[src/hdl/mhcbd_pkg.sv]
// Shared types, constants and helper functions of the Bayer demosaic block.
package mhcbd_pkg;

    localparam int MAX_WIDTH_DEF = 4096;
    localparam int LINE_COUNT    = 4;
    localparam int LINE_SEL_W    = $clog2(LINE_COUNT);
    localparam int HEIGHT_LIMIT  = 4096;
    localparam int CFG_W         = 13;
    localparam int ROW_W         = 13;
    localparam int PIX_W         = 8;
    localparam int WIN_N         = 5;
    localparam int SUM_W         = 15;
    localparam int FIFO_DEPTH    = 4;

    localparam logic [CFG_W-1:0] WIDTH_RESET  = 13'd640;
    localparam logic [CFG_W-1:0] HEIGHT_RESET = 13'd480;

    // register index, taken from paddr[2]
    localparam logic REG_WIDTH  = 1'b0;
    localparam logic REG_HEIGHT = 1'b1;

    localparam logic signed [SUM_W-1:0] PIX_MAX_S = 15'sd255;

    // CFA site of the output pixel: {row parity, column parity}
    typedef enum logic [1:0] {
        SITE_GR = 2'd0,
        SITE_R  = 2'd1,
        SITE_B  = 2'd2,
        SITE_GB = 2'd3
    } t_site;

    // column neighbors that lie inside the image
    typedef struct packed {
        logic left2;
        logic left1;
        logic right1;
        logic right2;
    } t_col_ok;

    typedef struct packed {
        logic              valid;
        logic [PIX_W-1:0]  sample;
        logic [WIN_N-1:0]  row_ok;
        logic [LINE_SEL_W-1:0] line;
        logic              emit;
        t_col_ok           col_ok;
        t_site             site;
        logic              eol;
        logic              eof;
    } t_s1;

    typedef struct packed {
        logic    valid;
        t_col_ok col_ok;
        t_site   site;
        logic    eol;
        logic    eof;
    } t_s2;

    // [column group][row], group 0 is the newest column, row 4 the newest row
    typedef logic [WIN_N-1:0][WIN_N-1:0][PIX_W-1:0] t_win;

    typedef struct packed {
        logic [PIX_W-1:0] blue;
        logic [PIX_W-1:0] green;
        logic [PIX_W-1:0] red;
        logic             eol;
        logic             eof;
    } t_res;

    function automatic logic signed [SUM_W-1:0] tap_val(logic [PIX_W-1:0] v, logic ok);
        return ok ? $signed({{(SUM_W-PIX_W){1'b0}}, v}) : '0;
    endfunction

    // truncating divide by 2**sh, negative sums give zero, saturate at 255
    function automatic logic [PIX_W-1:0] norm_clamp(logic signed [SUM_W-1:0] sum,
                                                    int unsigned sh);
        logic signed [SUM_W-1:0] q;
        q = sum >>> sh;
        if (sum[SUM_W-1]) return '0;
        else if (q > PIX_MAX_S) return '1;
        else return q[PIX_W-1:0];
    endfunction

endpackage

[src/hdl/mhcbd_kernel.sv]
// Malvar-He-Cutler 5x5 kernels and per-site color selection.
module mhcbd_kernel import mhcbd_pkg::*; (
    input  t_win i_win,
    input  t_s2  i_s2,
    output t_res o_res
);

    logic signed [SUM_W-1:0] c, u, d, l, r, diag, vv, hh;
    logic signed [SUM_W-1:0] sum_h, sum_v, sum_g, sum_x;
    logic [PIX_W-1:0] kh, kv, kg, kx, cc;

    always_comb begin
        c = tap_val(i_win[2][2], 1'b1);
        u = tap_val(i_win[2][1], 1'b1);
        d = tap_val(i_win[2][3], 1'b1);
        l = tap_val(i_win[3][2], i_s2.col_ok.left1);
        r = tap_val(i_win[1][2], i_s2.col_ok.right1);
        diag = tap_val(i_win[3][1], i_s2.col_ok.left1)
             + tap_val(i_win[1][1], i_s2.col_ok.right1)
             + tap_val(i_win[3][3], i_s2.col_ok.left1)
             + tap_val(i_win[1][3], i_s2.col_ok.right1);
        vv = tap_val(i_win[2][0], 1'b1) + tap_val(i_win[2][4], 1'b1);
        hh = tap_val(i_win[4][2], i_s2.col_ok.left2)
           + tap_val(i_win[0][2], i_s2.col_ok.right2);

        // green site, horizontal / vertical neighbor color
        sum_h = 15'sd10 * c + ((l + r) <<< 3) - (diag <<< 1) + vv - (hh <<< 1);
        sum_v = 15'sd10 * c + ((u + d) <<< 3) - (diag <<< 1) - (vv <<< 1) + hh;
        // green at a red or blue site
        sum_g = (c <<< 2) + ((u + d + l + r) <<< 1) - vv - hh;
        // red at blue, blue at red
        sum_x = 15'sd12 * c + (diag <<< 2) - 15'sd3 * (vv + hh);

        kh = norm_clamp(sum_h, 4);
        kv = norm_clamp(sum_v, 4);
        kg = norm_clamp(sum_g, 3);
        kx = norm_clamp(sum_x, 4);
        cc = i_win[2][2];

        o_res.eol = i_s2.eol;
        o_res.eof = i_s2.eof;
        case (i_s2.site)
            SITE_GR: begin
                o_res.red   = kh;
                o_res.green = cc;
                o_res.blue  = kv;
            end
            SITE_R: begin
                o_res.red   = cc;
                o_res.green = kg;
                o_res.blue  = kx;
            end
            SITE_B: begin
                o_res.red   = kx;
                o_res.green = kg;
                o_res.blue  = cc;
            end
            default: begin
                o_res.red   = kv;
                o_res.green = cc;
                o_res.blue  = kh;
            end
        endcase
    end

endmodule

[config.mk]
export PLATFORM = sky130hd
export DESIGN_NAME = mhcbd_kernel
export DESIGN_NICKNAME = d
export VERILOG_FILES = /design/src/hdl/mhcbd_pkg.sv /design/src/hdl/mhcbd_kernel.sv
export SDC_FILE = /design/constraint.sdc
export NUM_CORES = 1
export LEC_CHECK = 0
export BUFFER_PORTS_ARGS = -buffer_cell sky130_fd_sc_hd__buf_2
export CAP_MARGIN = 40
export CORE_UTILIZATION = 39
export DETAILED_ROUTE_END_ITERATION = 12
export GPL_TIMING_DRIVEN = 0
export SYNTH_ARGS = -nofsm -noshare
export SYNTH_HDL_FRONTEND = slang
export SYNTH_SLANG_ARGS = --single-unit
[constraint.sdc]
create_clock -name vclk -period 14.2
set_clock_uncertainty 0.05 [all_clocks]
set_input_delay 2.84 -clock vclk [all_inputs]
set_output_delay 2.84 -clock vclk [all_outputs]
set_load 0.05 [all_outputs]
==> impl_results.md <==
* Post-CTS setup buffers at 0
* DPL Wire Length at 19.41 mm
* Initial antenna violation count at 0
* Slew at the pin with the worst max-slew slack at 0.8146 ns
* WP data required at 11.31 ns
* Synth Instances at 998
* Vias per cell at 4.920
* Drt first pass iters at 5
* Worst Path Arrival at 10.82 ns
* Mean post-synth cell area at 8.390 µm²
* Initial DRC count at 350
* Vias in the first global route at 6,820
* Hold-fix buffers at CTS at 0
* CTS-repair resized insts at 0
* Relative slew slack at 45.10%
* HP Start: i_s2[0]
* Met3 Use GR at 1.288%
* DRT antenna net count at 0
* Sequential share of the synthesized area at 0%
* Share of cells above drive strength 1 at 15.07%
* Maximum fanout along the worst path at 10
* Commonest non-fill, non-tap cell in the layout: inv_1
* Worst setup SP type: input pin
* Post-Syn Area at 8373 µm²
* Die Span X at 148.5 µm
* Seq. cell area at 0 µm²
* Hold Path Cell Cnt at 2
* GRT Total Usage at 20.06%
* Setup violations, final at 0
* Minimum clock period at 13.71 ns
* DRC viols at 0
* Final Routed Wirelength at 21.41 mm
* Fin nets at 1,601
* Top Ports at 235
* Final hold viol count at 0
* Pins Over Slew Limit at 0
* Slowest cell on crit path: fa_1
* CP peak stage delay at 0.56 ns
* Core area at 21,020 µm²
* GP Congestion at 0.9426
* Highest-count cells in the layout ignoring fill and taps: inv_1 (210), ha_1 (149), buf_2 (135)
* Largest net degree at the start of global routing at 11
* Most used cell, CP: fa_1
* Achievable Freq at 72.92 MHz
* First-pass GRT wire length at 34.76 mm
* Via count at 6,937
* Gr busiest metal: met2
* Distinct cells, synth at 65
* Mapped Nets at 1,462
* Unrepaired setup endpoints after global routing: false
* Die Y at 148.5 µm
* Global Route met2 Usage at 35.58%
* Synthesis Warnings at 0
* Diode count at 0
* WS Path Type: in2out
* Initial core utilization at 39.83%
* Post-route setup TNS at 0 ns
* Worst Hold Path EP: o_res[0]
* Final cycle utilization of the critical path at 96.57%
* Maximum capacitance violations at 0
* Site Rows at 53
* Worst setup path start: i_s2[5]
* Clock buf count at 0
* WL per Instance at 15.19 µm
* Grt total ovfl at 0
* PortBufs at 135
* Status: complete, no violations
* Hold Path Class: in2out
* Met1 GRT Util at 27.83%
* Area grow syn2layout at 12.31%
* CP Capture Type: primary output
* FFs & Latches at 0
* Die area at 22,060 µm²
## worst max path at each step
stage | endpoint | slack (ns) | cells past startpoint
after CTS | o_res[9] | 0.46 | 30
after global routing | o_res[9] | 0.02 | 30
after detailed placement | o_res[9] | 0.45 | 30
after floorplan | o_res[23] | 0.89 | 28
final | o_res[22] | 0.49 | 29
after global placement | o_res[9] | 0.48 | 30
## per-stage QoR
| stage | cell area, µm² | instances | utilization, % | hold slack [ns] | setup slack (ns) |
|---|---|---|---|---|---|
| 3_5_place_dp | 9404 | 1410 | 44.74 | 5.933 | 0.4489 |
| 2_1_floorplan | 8373 | 998 | - | 5.797 | 0.8851 |
| 4_1_cts | 9404 | 1410 | 44.74 | 5.933 | 0.4616 |
| 5_1_grt | 9404 | 1410 | 44.74 | 5.937 | 0.01647 |
| 3_3_place_gp | 9393 | 1408 | 44.68 | 5.932 | 0.4836 |
| 6_report | 9404 | 1410 | 44.74 | 5.932 | 0.4867 |
## synth_stat cells (2+ instances only)
cell type	number	area, µm²
a2111oi_0	2	17.52
a211o_1	3	26.28
a211oi_1	12	90.09
a21boi_1	2	15.01
a21o_1	23	172.7
a21oi_1	72	360.4
a21oi_2	4	35.03
a221oi_1	4	35.03
a2bb2oi_1	2	17.52
a31o_2	3	26.28
a31oi_1	4	25.02
and2_1	41	256.5
and3_1	2	12.51
and4_1	3	26.28
buf_4	4	30.03
clkbuf_1	11	41.29
fa_1	106	2122
ha_1	149	1864
inv_1	210	788.3
mux2i_1	5	50.05
mux4_2	7	157.7
nand2_1	44	165.2
nand2b_1	6	37.54
nand3_1	2	10.01
nand4_1	2	12.51
nor2_1	45	168.9
nor2b_1	12	75.07
nor3_1	16	80.08
nor4_1	3	18.77
o21a_1	14	105.1
o21ai_0	22	110.1
o21ai_1	2	10.01
o21bai_1	30	225.2
o31a_1	3	26.28
o32ai_1	4	35.03
or2_2	6	37.54
or3_1	4	25.02
xnor2_1	61	534.3
xor2_1	27	236.5
## layer usage
| layer | part of all wire [%] | vias to the layer above |
|---|---|---|
| met5 | 0 | - |
| met4 | 0.62 | 0 |
| met3 | 4.0 | 4 |
| met2 | 48 | 127 |
| met1 | 47 | 3230 |
| li1 | - | 3576 |
## kinds of logic (layout without fill, tap and decap cells)
kind of cell	after synthesis	in the layout	synth area share, %
AND/OR/NAND/NOR	194	194	12.01
AO/OA/AOI/OAI	221	221	17.99
multiplexers	13	13	2.750
XOR/XNOR	88	88	9.205
buffers and inverters	226	363	10.31
adder cells (fa/ha/maj)	256	256	47.73
## cell type report
cell class         instances  area [µm²]
inverters                211       792.0
plain buffers             15       71.32
fillers                 2112       11620
multi-input cells        772        7510
repair buffers           137       686.9
well taps                275       344.1
## critical path: cells and delay by family
kind / cells / cell delay [ns]
AO/OA/AOI/OAI: 9 / 1.67
XOR/XNOR: 1 / 0.32
adder cells (fa/ha/maj): 8 / 3.52
buffers and inverters: 8 / 1.13
multiplexers: 2 / 1.08
AND/OR/NAND/NOR: 1 / 0.23
Power is not shown: default switching activity piles up to over one toggle a cycle in this logic, so the estimate is an artifact.
