==> src/hdl/mhcbd_pkg.sv <==
// Shared types, constants and helper functions of the Bayer demosaic block.
package mhcbd_pkg;

    localparam int MAX_WIDTH_DEF = 4096;
    localparam int LINE_COUNT    = 4;
    localparam int LINE_SEL_W    = $clog2(LINE_COUNT);
    localparam int HEIGHT_LIMIT  = 4096;
    localparam int CFG_W         = 13;
    localparam int ROW_W         = 13;
    localparam int PIX_W         = 8;
    localparam int WIN_N         = 5;
    localparam int SUM_W         = 15;
    localparam int FIFO_DEPTH    = 4;

    localparam logic [CFG_W-1:0] WIDTH_RESET  = 13'd640;
    localparam logic [CFG_W-1:0] HEIGHT_RESET = 13'd480;

    // register index, taken from paddr[2]
    localparam logic REG_WIDTH  = 1'b0;
    localparam logic REG_HEIGHT = 1'b1;

    localparam logic signed [SUM_W-1:0] PIX_MAX_S = 15'sd255;

    // CFA site of the output pixel: {row parity, column parity}
    typedef enum logic [1:0] {
        SITE_GR = 2'd0,
        SITE_R  = 2'd1,
        SITE_B  = 2'd2,
        SITE_GB = 2'd3
    } t_site;

    // column neighbors that lie inside the image
    typedef struct packed {
        logic left2;
        logic left1;
        logic right1;
        logic right2;
    } t_col_ok;

    typedef struct packed {
        logic              valid;
        logic [PIX_W-1:0]  sample;
        logic [WIN_N-1:0]  row_ok;
        logic [LINE_SEL_W-1:0] line;
        logic              emit;
        t_col_ok           col_ok;
        t_site             site;
        logic              eol;
        logic              eof;
    } t_s1;

    typedef struct packed {
        logic    valid;
        t_col_ok col_ok;
        t_site   site;
        logic    eol;
        logic    eof;
    } t_s2;

    // [column group][row], group 0 is the newest column, row 4 the newest row
    typedef logic [WIN_N-1:0][WIN_N-1:0][PIX_W-1:0] t_win;

    typedef struct packed {
        logic [PIX_W-1:0] blue;
        logic [PIX_W-1:0] green;
        logic [PIX_W-1:0] red;
        logic             eol;
        logic             eof;
    } t_res;

    function automatic logic signed [SUM_W-1:0] tap_val(logic [PIX_W-1:0] v, logic ok);
        return ok ? $signed({{(SUM_W-PIX_W){1'b0}}, v}) : '0;
    endfunction

    // truncating divide by 2**sh, negative sums give zero, saturate at 255
    function automatic logic [PIX_W-1:0] norm_clamp(logic signed [SUM_W-1:0] sum,
                                                    int unsigned sh);
        logic signed [SUM_W-1:0] q;
        q = sum >>> sh;
        if (sum[SUM_W-1]) return '0;
        else if (q > PIX_MAX_S) return '1;
        else return q[PIX_W-1:0];
    endfunction

endpackage

==> src/hdl/mhcbd_out_fifo.sv <==
// Small output queue that decouples the result pipeline from the receiver.
module mhcbd_out_fifo import mhcbd_pkg::*; #(
    parameter int DEPTH = FIFO_DEPTH,
    localparam int PW = $clog2(DEPTH),
    localparam int NW = $clog2(DEPTH + 1)
) (
    input  logic          i_clk,
    input  logic          i_rst_n,
    input  logic          i_push,
    input  t_res          i_data,
    input  logic          i_pop,
    output t_res          o_data,
    output logic          o_valid,
    output logic [NW-1:0] o_count
);

    t_res          r_mem [DEPTH];
    logic [PW-1:0] r_wptr, r_rptr;
    logic [NW-1:0] r_count;
    logic          pop_ok;

    assign o_valid = r_count != '0;
    assign pop_ok  = i_pop && o_valid;

    always_ff @(posedge i_clk) begin
        if (i_push) begin
            r_mem[r_wptr] <= i_data;
        end
    end

    always_ff @(posedge i_clk) begin
        if (!i_rst_n) begin
            r_wptr  <= '0;
            r_rptr  <= '0;
            r_count <= '0;
        end else begin
            if (i_push) begin
                r_wptr <= (r_wptr == PW'(DEPTH - 1)) ? '0 : r_wptr + PW'(1);
            end
            if (pop_ok) begin
                r_rptr <= (r_rptr == PW'(DEPTH - 1)) ? '0 : r_rptr + PW'(1);
            end
            case ({i_push, pop_ok})
                2'b10:   r_count <= r_count + NW'(1);
                2'b01:   r_count <= r_count - NW'(1);
                default: r_count <= r_count;
            endcase
        end
    end

    assign o_data  = r_mem[r_rptr];
    assign o_count = r_count;

    a_no_overflow: assert property (@(posedge i_clk) disable iff (!i_rst_n)
        i_push && !pop_ok |-> r_count < NW'(DEPTH))
        else $error("result pushed into a full queue");

endmodule
==> config.mk <==
export PLATFORM = sky130hd
export DESIGN_NAME = mhcbd_out_fifo
export DESIGN_NICKNAME = d
export VERILOG_FILES = /design/src/hdl/mhcbd_pkg.sv /design/src/hdl/mhcbd_out_fifo.sv
export SDC_FILE = /design/constraint.sdc
export NUM_CORES = 1
export LEC_CHECK = 0
export BUFFER_PORTS_ARGS = -buffer_cell sky130_fd_sc_hd__buf_4
export CORE_ASPECT_RATIO = 0.6
export CORE_MARGIN = 2
export CORE_UTILIZATION = 30
export CTS_CLUSTER_SIZE = 10
export DETAILED_ROUTE_END_ITERATION = 7
export GPL_TIMING_DRIVEN = 0
export PLACE_DENSITY = 0.48
export SLEW_MARGIN = 20
export SYNTH_ARGS = -nofsm -noshare
export SYNTH_HDL_FRONTEND = slang
export SYNTH_SLANG_ARGS = --single-unit
==> constraint.sdc <==
create_clock -name i_clk -period 4.45 [get_ports i_clk]
set_input_delay 0.89 -clock i_clk [delete_from_list [all_inputs] [get_ports i_clk]]
set_output_delay 0.89 -clock i_clk [all_outputs]
set_load 0.01 [all_outputs]
==> out/summary.log <==
qor: worst_setup_path.rr_worst_depth 8
qor: clock_network.post_cts_resized 0
qor: sta.timing.final.hold_violations 0
qor: die.initial_core_util 0.310
qor: finish.drive_gt1_frac 0.429
qor: synthesis.synth_seq_cells 113
qor: synthesis.synth_sequential_area_ratio 0.775
qor: drt.dr_total_vias 2013
qor: sta.achievable-frequency 0.370 GHz
qor: place.place.gp.congestion 0.650
qor: worst_setup_path.timing.setup.critical_path_class register to output port
qor: pwr.worst_ir_drop_vdd 233 µV
qor: worst_setup_path.critical_path_arrival 1.81 ns
qor: flow_run.timing.max_cap.violations 0
qor: synthesis.ys_async_sr_fraction 0
qor: worst_setup_path.rr_startpoint o_count[0]
qor: grt.grt_start_max_net_pins 18
qor: finish.areaGrowthSynthToFinish 31.7%
qor: die.floorplan.die_area 0.0152 mm²
qor: place.place_hpwl 4940 µm
qor: outcome.run_status complete, no violations
qor: synthesis.count_of_flip_flops_with_a_built_in_enable_after_synthesis 104
qor: sta.setup-tns-final 0 ns
qor: grt.overall_routing_resource_usage 0.110
qor: worst_setup_path.critical_path.n_buffers_inverters 3
qor: sta.min_period_over_period 0.607
qor: place.placement.io_buffers 59
qor: sta.finalWorstSetupSlack 1.75 ns
qor: die.rows 33
qor: die.dieHeight 96.3 µm
qor: synthesis.post_synth_num_cell_types 25
qor: finish.diodes 0
qor: clock_network.tritoncts done
qor: worst_hold_path.hp-class register to register
qor: synthesis.syn-instance-count 186
qor: worst_setup_path.cpPeakStageDelay 0.38 ns
qor: clock_network.cts-root-buf sky130_fd_sc_hd__clkbuf_16
qor: die.floorplan.core_area 0.0137 mm²
qor: drt.wire_per_inst 16.3 µm
qor: die.die_w 158 µm
qor: drt.initial_drc_count 81
qor: clock_network.cts_post_setup_buffers_inserted 0
qor: clock_network.cts.reportedPaths.clkPinSlew 0.05 ns
qor: drt.drt_drc_violations_left 0
qor: place.dp_worst_setup_slack 1.96 ns
qor: worst_setup_path.start_kind register
qor: worst_setup_path.levels_on_crit_path 4
qor: clock_network.cts_hold_buf 0
qor: drt.detail_route.wirelength 7680 µm
qor: drt.detail_route.vias_per_cell 4.26
qor: clock_network.clock_latency_late_sink 0.40 ns
qor: worst_setup_path.path_delay_family buffers and inverters
qor: synthesis.post-synth-top-area-fraction 0.733
qor: worst_setup_path.cp-end-kind output port
qor: finish.finish.utilization 0.408
qor: clock_network.cts_made_buffers 17
qor: sta.worst_pin_slew 0.533 ns
qor: clock_network.htreeDepth 4
qor: drt.first_pass_iters 4
qor: synthesis.yosys.area.top_type sky130_fd_sc_hd__edfxtp_1
qor: sta.slew-limit-headroom 0.642
qor: finish.fillCellCount 1238
qor: worst_setup_path.cp_data_required_time 3.56 ns
qor: finish.layout_commonest_cell sky130_fd_sc_hd__edfxtp_1
qor: die.ioPinCount 60
qor: drt.drtAntennaViolNets 0
qor: worst_setup_path.critPathMaxFanout 10
qor: worst_setup_path.rrSetupSlack 2.38 ns
qor: pwr.pwr_density_cell 554 mW/mm²
qor: grt.grt_overflow 0
qor: finish.commonest_non_fill_non_tap_cells_in_the_layout sky130_fd_sc_hd__edfxtp_1, sky130_fd_sc_hd__buf_4, sky130_fd_sc_hd__mux4_2
qor: worst_setup_path.critical_path.cell_chain clkbuf_2 > buf_2 > mux4_2 > buf_4
qor: finish.finalNetCount 305
qor: worst_setup_path.critical_path.slowest_cell sky130_fd_sc_hd__mux4_2
qor: synthesis.synth.avg_cell_area 22.9 µm²
qor: sta.finalClockSkew 0.00803 ns
qor: clock_network.clk_path_buf_depth 2
qor: synthesis.syn_area 0.00426 mm²
qor: clock_network.clock_sinks 113
qor: grt.first_global_vias 2052
qor: worst_setup_path.worst_setup_path_endpoint o_data[2]
qor: sta.post_layout_minimum_cycle_time 2.70 ns
qor: sta.whs 0.521 ns
qor: grt.antenna_found_initial 0
qor: synthesis.synth_area_leaders sky130_fd_sc_hd__edfxtp_1, sky130_fd_sc_hd__mux4_2, sky130_fd_sc_hd__dfxtp_1, sky130_fd_sc_hd__mux4_1, sky130_fd_sc_hd__ha_1
qor: pwr.totalPowerFinal 3.11 mW
qor: synthesis.synth_fp_nets 223
qor: synthesis.postSynth.topFlopCell sky130_fd_sc_hd__edfxtp_1
qor: synthesis.ys.warnings.count 0
qor: sta.rsz0062_at_grt no
qor: grt.wire_length_of_the_first_global_routing_pass 11400 µm
qor: pwr.static-leakage-power 1.95 nW
qor: worst_hold_path.hold_path_depth 2
qor: sta.setup_viol 0
qor: sta.timing.final.max_slew_violations 0
qor: worst_setup_path.timing.rr.end o_count[2]
## routing by layer
metal	vias up	GRT usage	wire length (µm)
met1	1017	0.139	3740
met4	0	0.0455	93
li1	932	-	-
met5	-	0	0
met2	54	0.159	3320
met3	10	0.0572	533
## logic make-up after synthesis
family	count (synthesis)	share of synthesized area
flops	113	0.775
mux	27	0.145
simple gates	17	0.0223
buf+inv	13	0.0217
compound gates	7	0.00940
fa+ha+maj	7	0.0223
xor+xnor	2	0.00411
## how the worst min path moves through the flow
stage,slack (ns),startpoint,end
2_1_floorplan,0.48,r_rptr[1],register
3_3_place_gp,0.50,r_rptr[1],register
3_5_place_dp,0.52,r_rptr[1],r_rptr[1]
4_1_cts,0.53,r_rptr[1],register
5_1_grt,0.57,r_rptr[1],r_rptr[1]
6_report,0.52,r_rptr[1],register
## Yosys cell counts (2+ instances only)
| library cell | n |
|---|---|
| sky130_fd_sc_hd__ha_1 | 6 |
| sky130_fd_sc_hd__o21ai_0 | 4 |
| sky130_fd_sc_hd__and2_1 | 6 |
| sky130_fd_sc_hd__nand2_1 | 3 |
| sky130_fd_sc_hd__edfxtp_1 | 104 |
| sky130_fd_sc_hd__buf_12 | 2 |
| sky130_fd_sc_hd__inv_1 | 7 |
| sky130_fd_sc_hd__nand3_1 | 2 |
| sky130_fd_sc_hd__mux4_1 | 6 |
| sky130_fd_sc_hd__nor2b_1 | 2 |
| sky130_fd_sc_hd__buf_2 | 2 |
| sky130_fd_sc_hd__or3_1 | 2 |
| sky130_fd_sc_hd__mux4_2 | 20 |
| sky130_fd_sc_hd__dfxtp_1 | 9 |
## registers in the layout, summed over array words and instances (netlist names), named ones only
| signal | cells |
|---|---|
| o_count | 3 |
| r_mem | 104 |
| r_rptr | 2 |
| r_wptr | 2 |
## through the flow
step	cell area (µm²)	cells
2_1_floorplan	4260	186
3_3_place_gp	4940	437
3_5_place_dp	5060	441
4_1_cts	5610	472
5_1_grt	5610	472
6_report	5610	472
## layout make-up
class	count	area [µm²]	area share
clock buffers	18	429	0.0765
inverters	7	26.3	0.00468
multi-input cells	60	871	0.155
flip-flops and latches	113	3300	0.589
well taps	192	240	0.0428
clock inverters	13	121	0.0216
repair buffers	63	553	0.0986
plain buffers	6	66.3	0.0118
## worst reg2reg max path: stages (launching register included)
cell and delay, ns:
sky130_fd_sc_hd__dfxtp_1 0.35, sky130_fd_sc_hd__o31ai_1 0.50, sky130_fd_sc_hd__inv_1 0.11, sky130_fd_sc_hd__ha_1 0.23
sky130_fd_sc_hd__inv_1 0.08, sky130_fd_sc_hd__fa_1 0.18, sky130_fd_sc_hd__xor2_1 0.08, sky130_fd_sc_hd__or3_1 0.31
sky130_fd_sc_hd__a21boi_0 0.16
## where the power goes
part           leakage (nW)  internal (mW)  total, mW  switching [mW]
clock                 0.260          0.806       1.24           0.436
combinational         0.664          0.342      0.612           0.270
sequential             1.03           1.22       1.25          0.0275
Note: power is estimated with default switching activity, not from simulation.
