==> src/hdl/mhcbd_pkg.sv <==
// Shared types, constants and helper functions of the Bayer demosaic block.
package mhcbd_pkg;

    localparam int MAX_WIDTH_DEF = 4096;
    localparam int LINE_COUNT    = 4;
    localparam int LINE_SEL_W    = $clog2(LINE_COUNT);
    localparam int HEIGHT_LIMIT  = 4096;
    localparam int CFG_W         = 13;
    localparam int ROW_W         = 13;
    localparam int PIX_W         = 8;
    localparam int WIN_N         = 5;
    localparam int SUM_W         = 15;
    localparam int FIFO_DEPTH    = 4;

    localparam logic [CFG_W-1:0] WIDTH_RESET  = 13'd640;
    localparam logic [CFG_W-1:0] HEIGHT_RESET = 13'd480;

    // register index, taken from paddr[2]
    localparam logic REG_WIDTH  = 1'b0;
    localparam logic REG_HEIGHT = 1'b1;

    localparam logic signed [SUM_W-1:0] PIX_MAX_S = 15'sd255;

    // CFA site of the output pixel: {row parity, column parity}
    typedef enum logic [1:0] {
        SITE_GR = 2'd0,
        SITE_R  = 2'd1,
        SITE_B  = 2'd2,
        SITE_GB = 2'd3
    } t_site;

    // column neighbors that lie inside the image
    typedef struct packed {
        logic left2;
        logic left1;
        logic right1;
        logic right2;
    } t_col_ok;

    typedef struct packed {
        logic              valid;
        logic [PIX_W-1:0]  sample;
        logic [WIN_N-1:0]  row_ok;
        logic [LINE_SEL_W-1:0] line;
        logic              emit;
        t_col_ok           col_ok;
        t_site             site;
        logic              eol;
        logic              eof;
    } t_s1;

    typedef struct packed {
        logic    valid;
        t_col_ok col_ok;
        t_site   site;
        logic    eol;
        logic    eof;
    } t_s2;

    // [column group][row], group 0 is the newest column, row 4 the newest row
    typedef logic [WIN_N-1:0][WIN_N-1:0][PIX_W-1:0] t_win;

    typedef struct packed {
        logic [PIX_W-1:0] blue;
        logic [PIX_W-1:0] green;
        logic [PIX_W-1:0] red;
        logic             eol;
        logic             eof;
    } t_res;

    function automatic logic signed [SUM_W-1:0] tap_val(logic [PIX_W-1:0] v, logic ok);
        return ok ? $signed({{(SUM_W-PIX_W){1'b0}}, v}) : '0;
    endfunction

    // truncating divide by 2**sh, negative sums give zero, saturate at 255
    function automatic logic [PIX_W-1:0] norm_clamp(logic signed [SUM_W-1:0] sum,
                                                    int unsigned sh);
        logic signed [SUM_W-1:0] q;
        q = sum >>> sh;
        if (sum[SUM_W-1]) return '0;
        else if (q > PIX_MAX_S) return '1;
        else return q[PIX_W-1:0];
    endfunction

endpackage

==> src/hdl/mhcbd_scan.sv <==
// Raster position tracking, phase decode and line store addressing.
module mhcbd_scan import mhcbd_pkg::*; #(
    parameter int MAX_WIDTH = MAX_WIDTH_DEF,
    localparam int CW = $clog2(MAX_WIDTH),
    localparam int WW = $clog2(MAX_WIDTH + 1)
) (
    input  logic                  i_clk,
    input  logic                  i_rst_n,
    input  logic                  i_req,
    input  logic                  i_flush,
    input  logic [PIX_W-1:0]      i_pixel,
    input  logic [WW-1:0]         i_width,
    input  logic [ROW_W-1:0]      i_height,
    output logic                  o_we,
    output logic [CW-1:0]         o_addr,
    output logic [LINE_SEL_W-1:0] o_line,
    output logic [PIX_W-1:0]      o_wdata,
    output t_s1                   o_s1
);

    localparam int XW = WW + 1;

    logic [ROW_W-1:0] r_row, n_row;
    logic [CW-1:0]    r_col, n_col;
    t_s1              r_s1, n_s1;

    logic [ROW_W-1:0] row_last, row_c, prow_c, start_row;
    logic [CW-1:0]    col_last, col_c, pcol_c, start_col;
    logic             beyond, restart, pix_phase, take, emit, is_last;
    logic [PIX_W-1:0] sample;
    logic [WIN_N-1:0] row_ok;

    always_comb begin
        // final drain item sits at index (H+2)*W+1
        row_last = (i_width == WW'(1)) ? i_height + ROW_W'(3) : i_height + ROW_W'(2);
        col_last = (i_width == WW'(1)) ? '0 : CW'(1);
        // first result comes with item index 2*W+2
        if (i_width >= WW'(3)) begin
            start_row = ROW_W'(2);
            start_col = CW'(2);
        end else if (i_width == WW'(2)) begin
            start_row = ROW_W'(3);
            start_col = '0;
        end else begin
            start_row = ROW_W'(4);
            start_col = '0;
        end

        beyond  = (r_row > row_last) || ((r_row == row_last) && (r_col > col_last));
        restart = (XW'(r_col) >= XW'(i_width)) || beyond;
        row_c   = restart ? '0 : r_row;
        col_c   = restart ? '0 : r_col;

        // output pixel sits 2*W+2 items behind the input position
        if (i_width == WW'(1)) begin
            prow_c = row_c - ROW_W'(4);
            pcol_c = '0;
        end else if (col_c >= CW'(2)) begin
            prow_c = row_c - ROW_W'(2);
            pcol_c = col_c - CW'(2);
        end else begin
            prow_c = row_c - ROW_W'(3);
            pcol_c = CW'(XW'(i_width) + XW'(col_c) - XW'(2));
        end

        pix_phase = row_c < i_height;
        take      = i_req && !(pix_phase && i_flush);   // flush inside the frame is dropped
        sample    = pix_phase ? i_pixel : '0;
        emit      = (row_c > start_row) || ((row_c == start_row) && (col_c >= start_col));
        is_last   = (row_c == row_last) && (col_c == col_last);

        for (int i = 0; i < WIN_N - 1; i++) begin
            row_ok[i] = (row_c >= ROW_W'(LINE_COUNT - i))
                     && ((row_c - ROW_W'(LINE_COUNT - i)) < i_height);
        end
        row_ok[WIN_N-1] = pix_phase;

        n_s1.valid  = take;
        n_s1.sample = sample;
        n_s1.row_ok = row_ok;
        n_s1.line   = row_c[LINE_SEL_W-1:0];
        n_s1.emit   = emit;
        n_s1.col_ok.left2  = pcol_c >= CW'(2);
        n_s1.col_ok.left1  = pcol_c != '0;
        n_s1.col_ok.right1 = (XW'(pcol_c) + XW'(1)) < XW'(i_width);
        n_s1.col_ok.right2 = (XW'(pcol_c) + XW'(2)) < XW'(i_width);
        n_s1.site   = t_site'({prow_c[0], pcol_c[0]});
        n_s1.eol    = emit && (XW'(pcol_c) + XW'(1) == XW'(i_width));
        n_s1.eof    = n_s1.eol && (prow_c + ROW_W'(1) == i_height);

        // a dropped flush still restarts a stale position
        n_row = i_req ? row_c : r_row;
        n_col = i_req ? col_c : r_col;
        if (take) begin
            if (is_last) begin
                n_row = '0;
                n_col = '0;
            end else begin
                if (XW'(col_c) + XW'(1) >= XW'(i_width)) begin
                    n_col = '0;
                    n_row = row_c + ROW_W'(1);
                end else begin
                    n_col = col_c + CW'(1);
                    n_row = row_c;
                end
            end
        end
    end

    always_ff @(posedge i_clk) begin
        if (!i_rst_n) begin
            r_row  <= '0;
            r_col  <= '0;
            r_s1   <= '0;
        end else begin
            r_row  <= n_row;
            r_col  <= n_col;
            r_s1   <= n_s1;
        end
    end

    // line store: read all lines at the column, overwrite the oldest line
    assign o_we    = take;
    assign o_addr  = col_c;
    assign o_line  = row_c[LINE_SEL_W-1:0];
    assign o_wdata = sample;
    assign o_s1    = r_s1;

    a_frame_wrap: assert property (@(posedge i_clk) disable iff (!i_rst_n)
        take && is_last |=> (r_row == '0) && (r_col == '0))
        else $error("position not cleared after final drain request");

endmodule

==> config.mk <==
export PLATFORM = sky130hd
export DESIGN_NAME = mhcbd_scan
export DESIGN_NICKNAME = d
export VERILOG_FILES = /design/src/hdl/mhcbd_pkg.sv /design/src/hdl/mhcbd_scan.sv
export SDC_FILE = /design/constraint.sdc
export NUM_CORES = 1
export LEC_CHECK = 0
export CORE_UTILIZATION = 61
export DETAILED_ROUTE_END_ITERATION = 10
export DONT_BUFFER_PORTS = 1
export HOLD_SLACK_MARGIN = 0.02
export PLACE_DENSITY = 0.8
export SLEW_MARGIN = 20
export SYNTH_ARGS = -nofsm -noshare
export SYNTH_HDL_FRONTEND = slang
export SYNTH_SLANG_ARGS = --single-unit
==> constraint.sdc <==
create_clock -name i_clk -period 8.6 [get_ports i_clk]
set_input_delay 0.43 -clock i_clk [delete_from_list [all_inputs] [get_ports i_clk]]
set_output_delay 0.43 -clock i_clk [all_outputs]
set_load 0.1 [all_outputs]
==> qor.json <==
{
  "run_status": {"value": "completed"},
  "area_delta_synth_final": {"value": 6.32, "unit": "%"},
  "critical_path_peak_fanout": {"value": 13},
  "initial_utilization": {"value": 63.4, "unit": "%"},
  "critPathCapture": {"value": "o_s1[0]"},
  "layout-drive-gt1-share": {"value": 8.41, "unit": "%"},
  "maxSlewHeadroom": {"value": 33.8, "unit": "%"},
  "path_depth": {"value": 38},
  "fillerInstances": {"value": 1340},
  "io_pins": {"value": 86},
  "global_route.overflow_total": {"value": 0},
  "irDropWorstVdd": {"value": 0.0000763, "unit": "V"},
  "first_global_vias": {"value": 9844},
  "mappedNetlistNets": {"value": 1516},
  "synthMostInstantiatedCell": {"value": "sky130_fd_sc_hd__ha_1"},
  "crit_path_start": {"value": "i_width[4]"},
  "drt_iter0_markers": {"value": 1414},
  "cell_types_occupying_the_most_area_after_synthesis": {"value": "sky130_fd_sc_hd__ha_1, sky130_fd_sc_hd__dfxtp_1, sky130_fd_sc_hd__xnor2_1"},
  "critical_path.startpoint_type": {"value": "primary input"},
  "finalSetupViolations": {"value": 0},
  "worst-endpoint-arrival": {"value": 8.33, "unit": "ns"},
  "clk_path_buf_depth": {"value": 2},
  "first_pass_iters": {"value": 7},
  "rr_startpoint": {"value": "r_col[7]"},
  "routed-via-count": {"value": 10560},
  "post-route-period-util": {"value": 93.9, "unit": "%"},
  "cts_tree": {"value": "yes"},
  "num_cts_buffers": {"value": 5},
  "setup.worst_path.end_class": {"value": "register"},
  "worst-endpoint-required": {"value": 8.85, "unit": "ns"},
  "grt_setup_unrepaired": {"value": "no"},
  "timing.setup.tns": {"value": 0, "unit": "ns"},
  "synth_edf_count": {"value": 0},
  "grt_antenna_before_repair": {"value": 0},
  "final_max_slew_viol_count": {"value": 0},
  "die_area": {"value": 16500, "unit": "um2"},
  "synth_cell_type_count": {"value": 92},
  "final-hold-violation-count": {"value": 0},
  "worst_setup_path_category": {"value": "in2reg"},
  "placement.cell_area": {"value": 10100, "unit": "um2"},
  "place.detailed.hpwl": {"value": 27000, "unit": "um"},
  "synth.top_cells.by_count": {"value": "sky130_fd_sc_hd__ha_1, sky130_fd_sc_hd__nand2_1, sky130_fd_sc_hd__inv_1, sky130_fd_sc_hd__nor2_1, sky130_fd_sc_hd__a21oi_1"},
  "nets": {"value": 1495},
  "max_freq": {"value": 0.124, "unit": "GHz"},
  "cp_common_cell": {"value": "sky130_fd_sc_hd__ha_1"},
  "synth_area_leader_cell": {"value": "sky130_fd_sc_hd__ha_1"},
  "die_y": {"value": 128, "unit": "um"},
  "syn-mean-instance-area": {"value": 7.47, "unit": "um2"},
  "clkTransAtPathRegs": {"value": 0.07, "unit": "ns"},
  "drt-total-wl": {"value": 35100, "unit": "um"},
  "post-route-drc-count": {"value": 0},
  "synth.ff_latch_count": {"value": 50},
  "grtUsageTotal": {"value": 43.1, "unit": "%"},
  "synthCells": {"value": 1304},
  "min_path_type": {"value": "in2reg"},
  "detail_route.wl_per_cell": {"value": 23.5, "unit": "um"},
  "ant_nets": {"value": 0},
  "path_buf_inv": {"value": 4},
  "grt_max_degree": {"value": 46},
  "gp_congestion": {"value": 1.08},
  "antenna-diode-count": {"value": 0},
  "max_cap_violation_count": {"value": 0},
  "synth_seq_area_share": {"value": 10.3, "unit": "%"},
  "tightestPinTransition": {"value": 0.968, "unit": "ns"},
  "static_power_due_to_leakage": {"value": 4.75, "unit": "nW"},
  "skew": {"value": 0.00673, "unit": "ns"},
  "final_cell_area": {"value": 10400, "unit": "um2"},
  "yosys.area.top_type_share": {"value": 22.2, "unit": "%"},
  "async_sr_flop_fraction": {"value": 0, "unit": "%"},
  "worst-r2r-cell-count": {"value": 33},
  "predominant_post_synthesis_flop_cell": {"value": "sky130_fd_sc_hd__dfxtp_1"},
  "path_delay_family": {"value": "simple AND/OR/NAND/NOR gates"},
  "r2r_slack": {"value": 1.17, "unit": "ns"},
  "cell_at_the_root_of_the_clock_tree": {"value": "sky130_fd_sc_hd__clkbuf_16"},
  "avgViaCountPerCell": {"value": 7.06},
  "critical-path-max-stage-delay": {"value": 0.41, "unit": "ns"},
  "synth_area": {"value": 9740, "unit": "um2"},
  "cts.sink_count": {"value": 50},
  "worst_path_max_delay_cell": {"value": "sky130_fd_sc_hd__nor4_4"},
  "chipWidth": {"value": 128, "unit": "um"},
  "fp.coreArea": {"value": 15400, "unit": "um2"},
  "ys.warnings.count": {"value": 0},
  "power.density": {"value": 96.8, "unit": "nW/um2"},
  "worstSkewPairLatency": {"value": 0.31, "unit": "ns"},
  "core.rowCount": {"value": 45},
  "post-route-min-period": {"value": 8.08, "unit": "ns"},
  "wire_length_of_the_first_global_routing_pass": {"value": 54300, "unit": "um"},
  "input_output_buffers": {"value": 0},
  "worstReg2RegEnd": {"value": "o_s1[0]"},
  "cts-htree-levels": {"value": 2}
}
## state kept, by name (all words and copies together) (netlist names)
name and flops:
r_row 13, o_s1 25, r_col 12
## per-stage QoR
step / setup slack [ns] / utilization, % / std cells / total power, W / hold slack [ns]
2_1_floorplan: 0.0479 / - / 1304 / 0.000674 / 0.509
3_3_place_gp: 0.503 / 65.9 / 1485 / 0.000769 / 0.554
3_5_place_dp: 0.178 / 65.9 / 1485 / 0.000777 / 0.557
4_1_cts: 0.489 / 66.9 / 1493 / 0.000992 / 0.244
5_1_grt: 0.00281 / 67.4 / 1495 / 0.00107 / 0.245
6_report: 0.520 / 67.4 / 1495 / 0.00100 / 0.249
## worst reg2reg max path: cells and delay by family, from the launching register on
family | cells | cell delay, ns
AOI/OAI and AO/OA | 14 | 3.22
adders and majority gates | 4 | 1.26
and+or+nand+nor | 9 | 1.49
buffers and inverters | 4 | 0.67
DFF | 1 | 0.52
xor gates and xnor gates | 2 | 0.22
## worst min path at each step
stage	startpoint	end	slack (ns)	cells after the start
after floorplan	r_col[0]	r_col[0]	0.51	2
after global placement	i_rst_n	o_s1[15]	0.55	1
after detailed placement	i_rst_n	o_s1[15]	0.56	1
after CTS	i_rst_n	o_s1[15]	0.24	1
after global routing	i_rst_n	o_s1[15]	0.24	1
final	i_rst_n	o_s1[15]	0.25	1
## layer usage
metal	track usage, %	vias to the layer above	share of wire [%]
li1	-	4741	-
met1	57.8	4865	40
met2	63.1	773	40
met3	11.7	179	14
met4	21.0	2	5.2
met5	2.35	-	0.15
## cell families (layout without fill, tap and decap cells)
| logic type | count (synthesis) | in the layout | share of synthesized area [%] |
|---|---|---|---|
| XOR/XNOR | 97 | 97 | 9.29 |
| adder cells (fa/ha/maj) | 174 | 174 | 22.4 |
| buffers and inverters | 184 | 164 | 8.01 |
| flip-flops | 50 | 50 | 10.3 |
| AND/OR/NAND/NOR | 438 | 438 | 23.7 |
| multiplexers | 13 | 13 | 1.35 |
| AO/OA/AOI/OAI | 348 | 348 | 25.0 |
## cells in the final DEF (no fill, tap or decap), types with 9 or more instances in the layout
cell type,n
sky130_fd_sc_hd__o22ai_1,12
sky130_fd_sc_hd__ha_1,172
sky130_fd_sc_hd__or3_1,11
sky130_fd_sc_hd__and2_1,14
sky130_fd_sc_hd__or2_2,9
sky130_fd_sc_hd__a211oi_1,9
sky130_fd_sc_hd__and3_1,20
sky130_fd_sc_hd__nor4_1,14
sky130_fd_sc_hd__a31oi_1,17
sky130_fd_sc_hd__o21a_1,23
sky130_fd_sc_hd__nor2_1,82
sky130_fd_sc_hd__nand2b_1,10
sky130_fd_sc_hd__xor2_1,23
sky130_fd_sc_hd__nand2_1,107
sky130_fd_sc_hd__o21ai_0,54
sky130_fd_sc_hd__a221oi_1,11
sky130_fd_sc_hd__o211ai_1,10
sky130_fd_sc_hd__mux2i_1,12
sky130_fd_sc_hd__nand3_1,37
sky130_fd_sc_hd__inv_1,105
sky130_fd_sc_hd__a22oi_1,11
sky130_fd_sc_hd__buf_4,38
sky130_fd_sc_hd__nor3_1,42
sky130_fd_sc_hd__a21o_1,24
sky130_fd_sc_hd__nand4_1,30
sky130_fd_sc_hd__xnor2_1,67
sky130_fd_sc_hd__dfxtp_1,50
sky130_fd_sc_hd__nor2b_1,19
sky130_fd_sc_hd__a21oi_1,73
## layout make-up
| type | instances | area (um2) | share of cell area [%] |
|---|---|---|---|
| clock inverter | 2 | 12.5 | 0.121 |
| inverter | 110 | 417 | 4.02 |
| tap | 211 | 264 | 2.55 |
| multi-input combinational | 1070 | 8080 | 78.0 |
| sequential | 50 | 1000 | 9.66 |
| timing repair buffer | 46 | 445 | 4.30 |
| clock buffer | 6 | 139 | 1.34 |
## power by group
group	internal [W]	switching (W)
Sequential	0.000239	0.0000479
Clock	0.000116	0.0000970
Combinational	0.000207	0.000296
Total	0.000562	0.000441
## timing repair
action,4_1_cts,5_1_grt
buffers inserted,0,2
setup endpoints to repair,0,1
resized for setup,0,11
hold buffers,0,0
No activity file was read; power rests on OpenSTA's default activity.
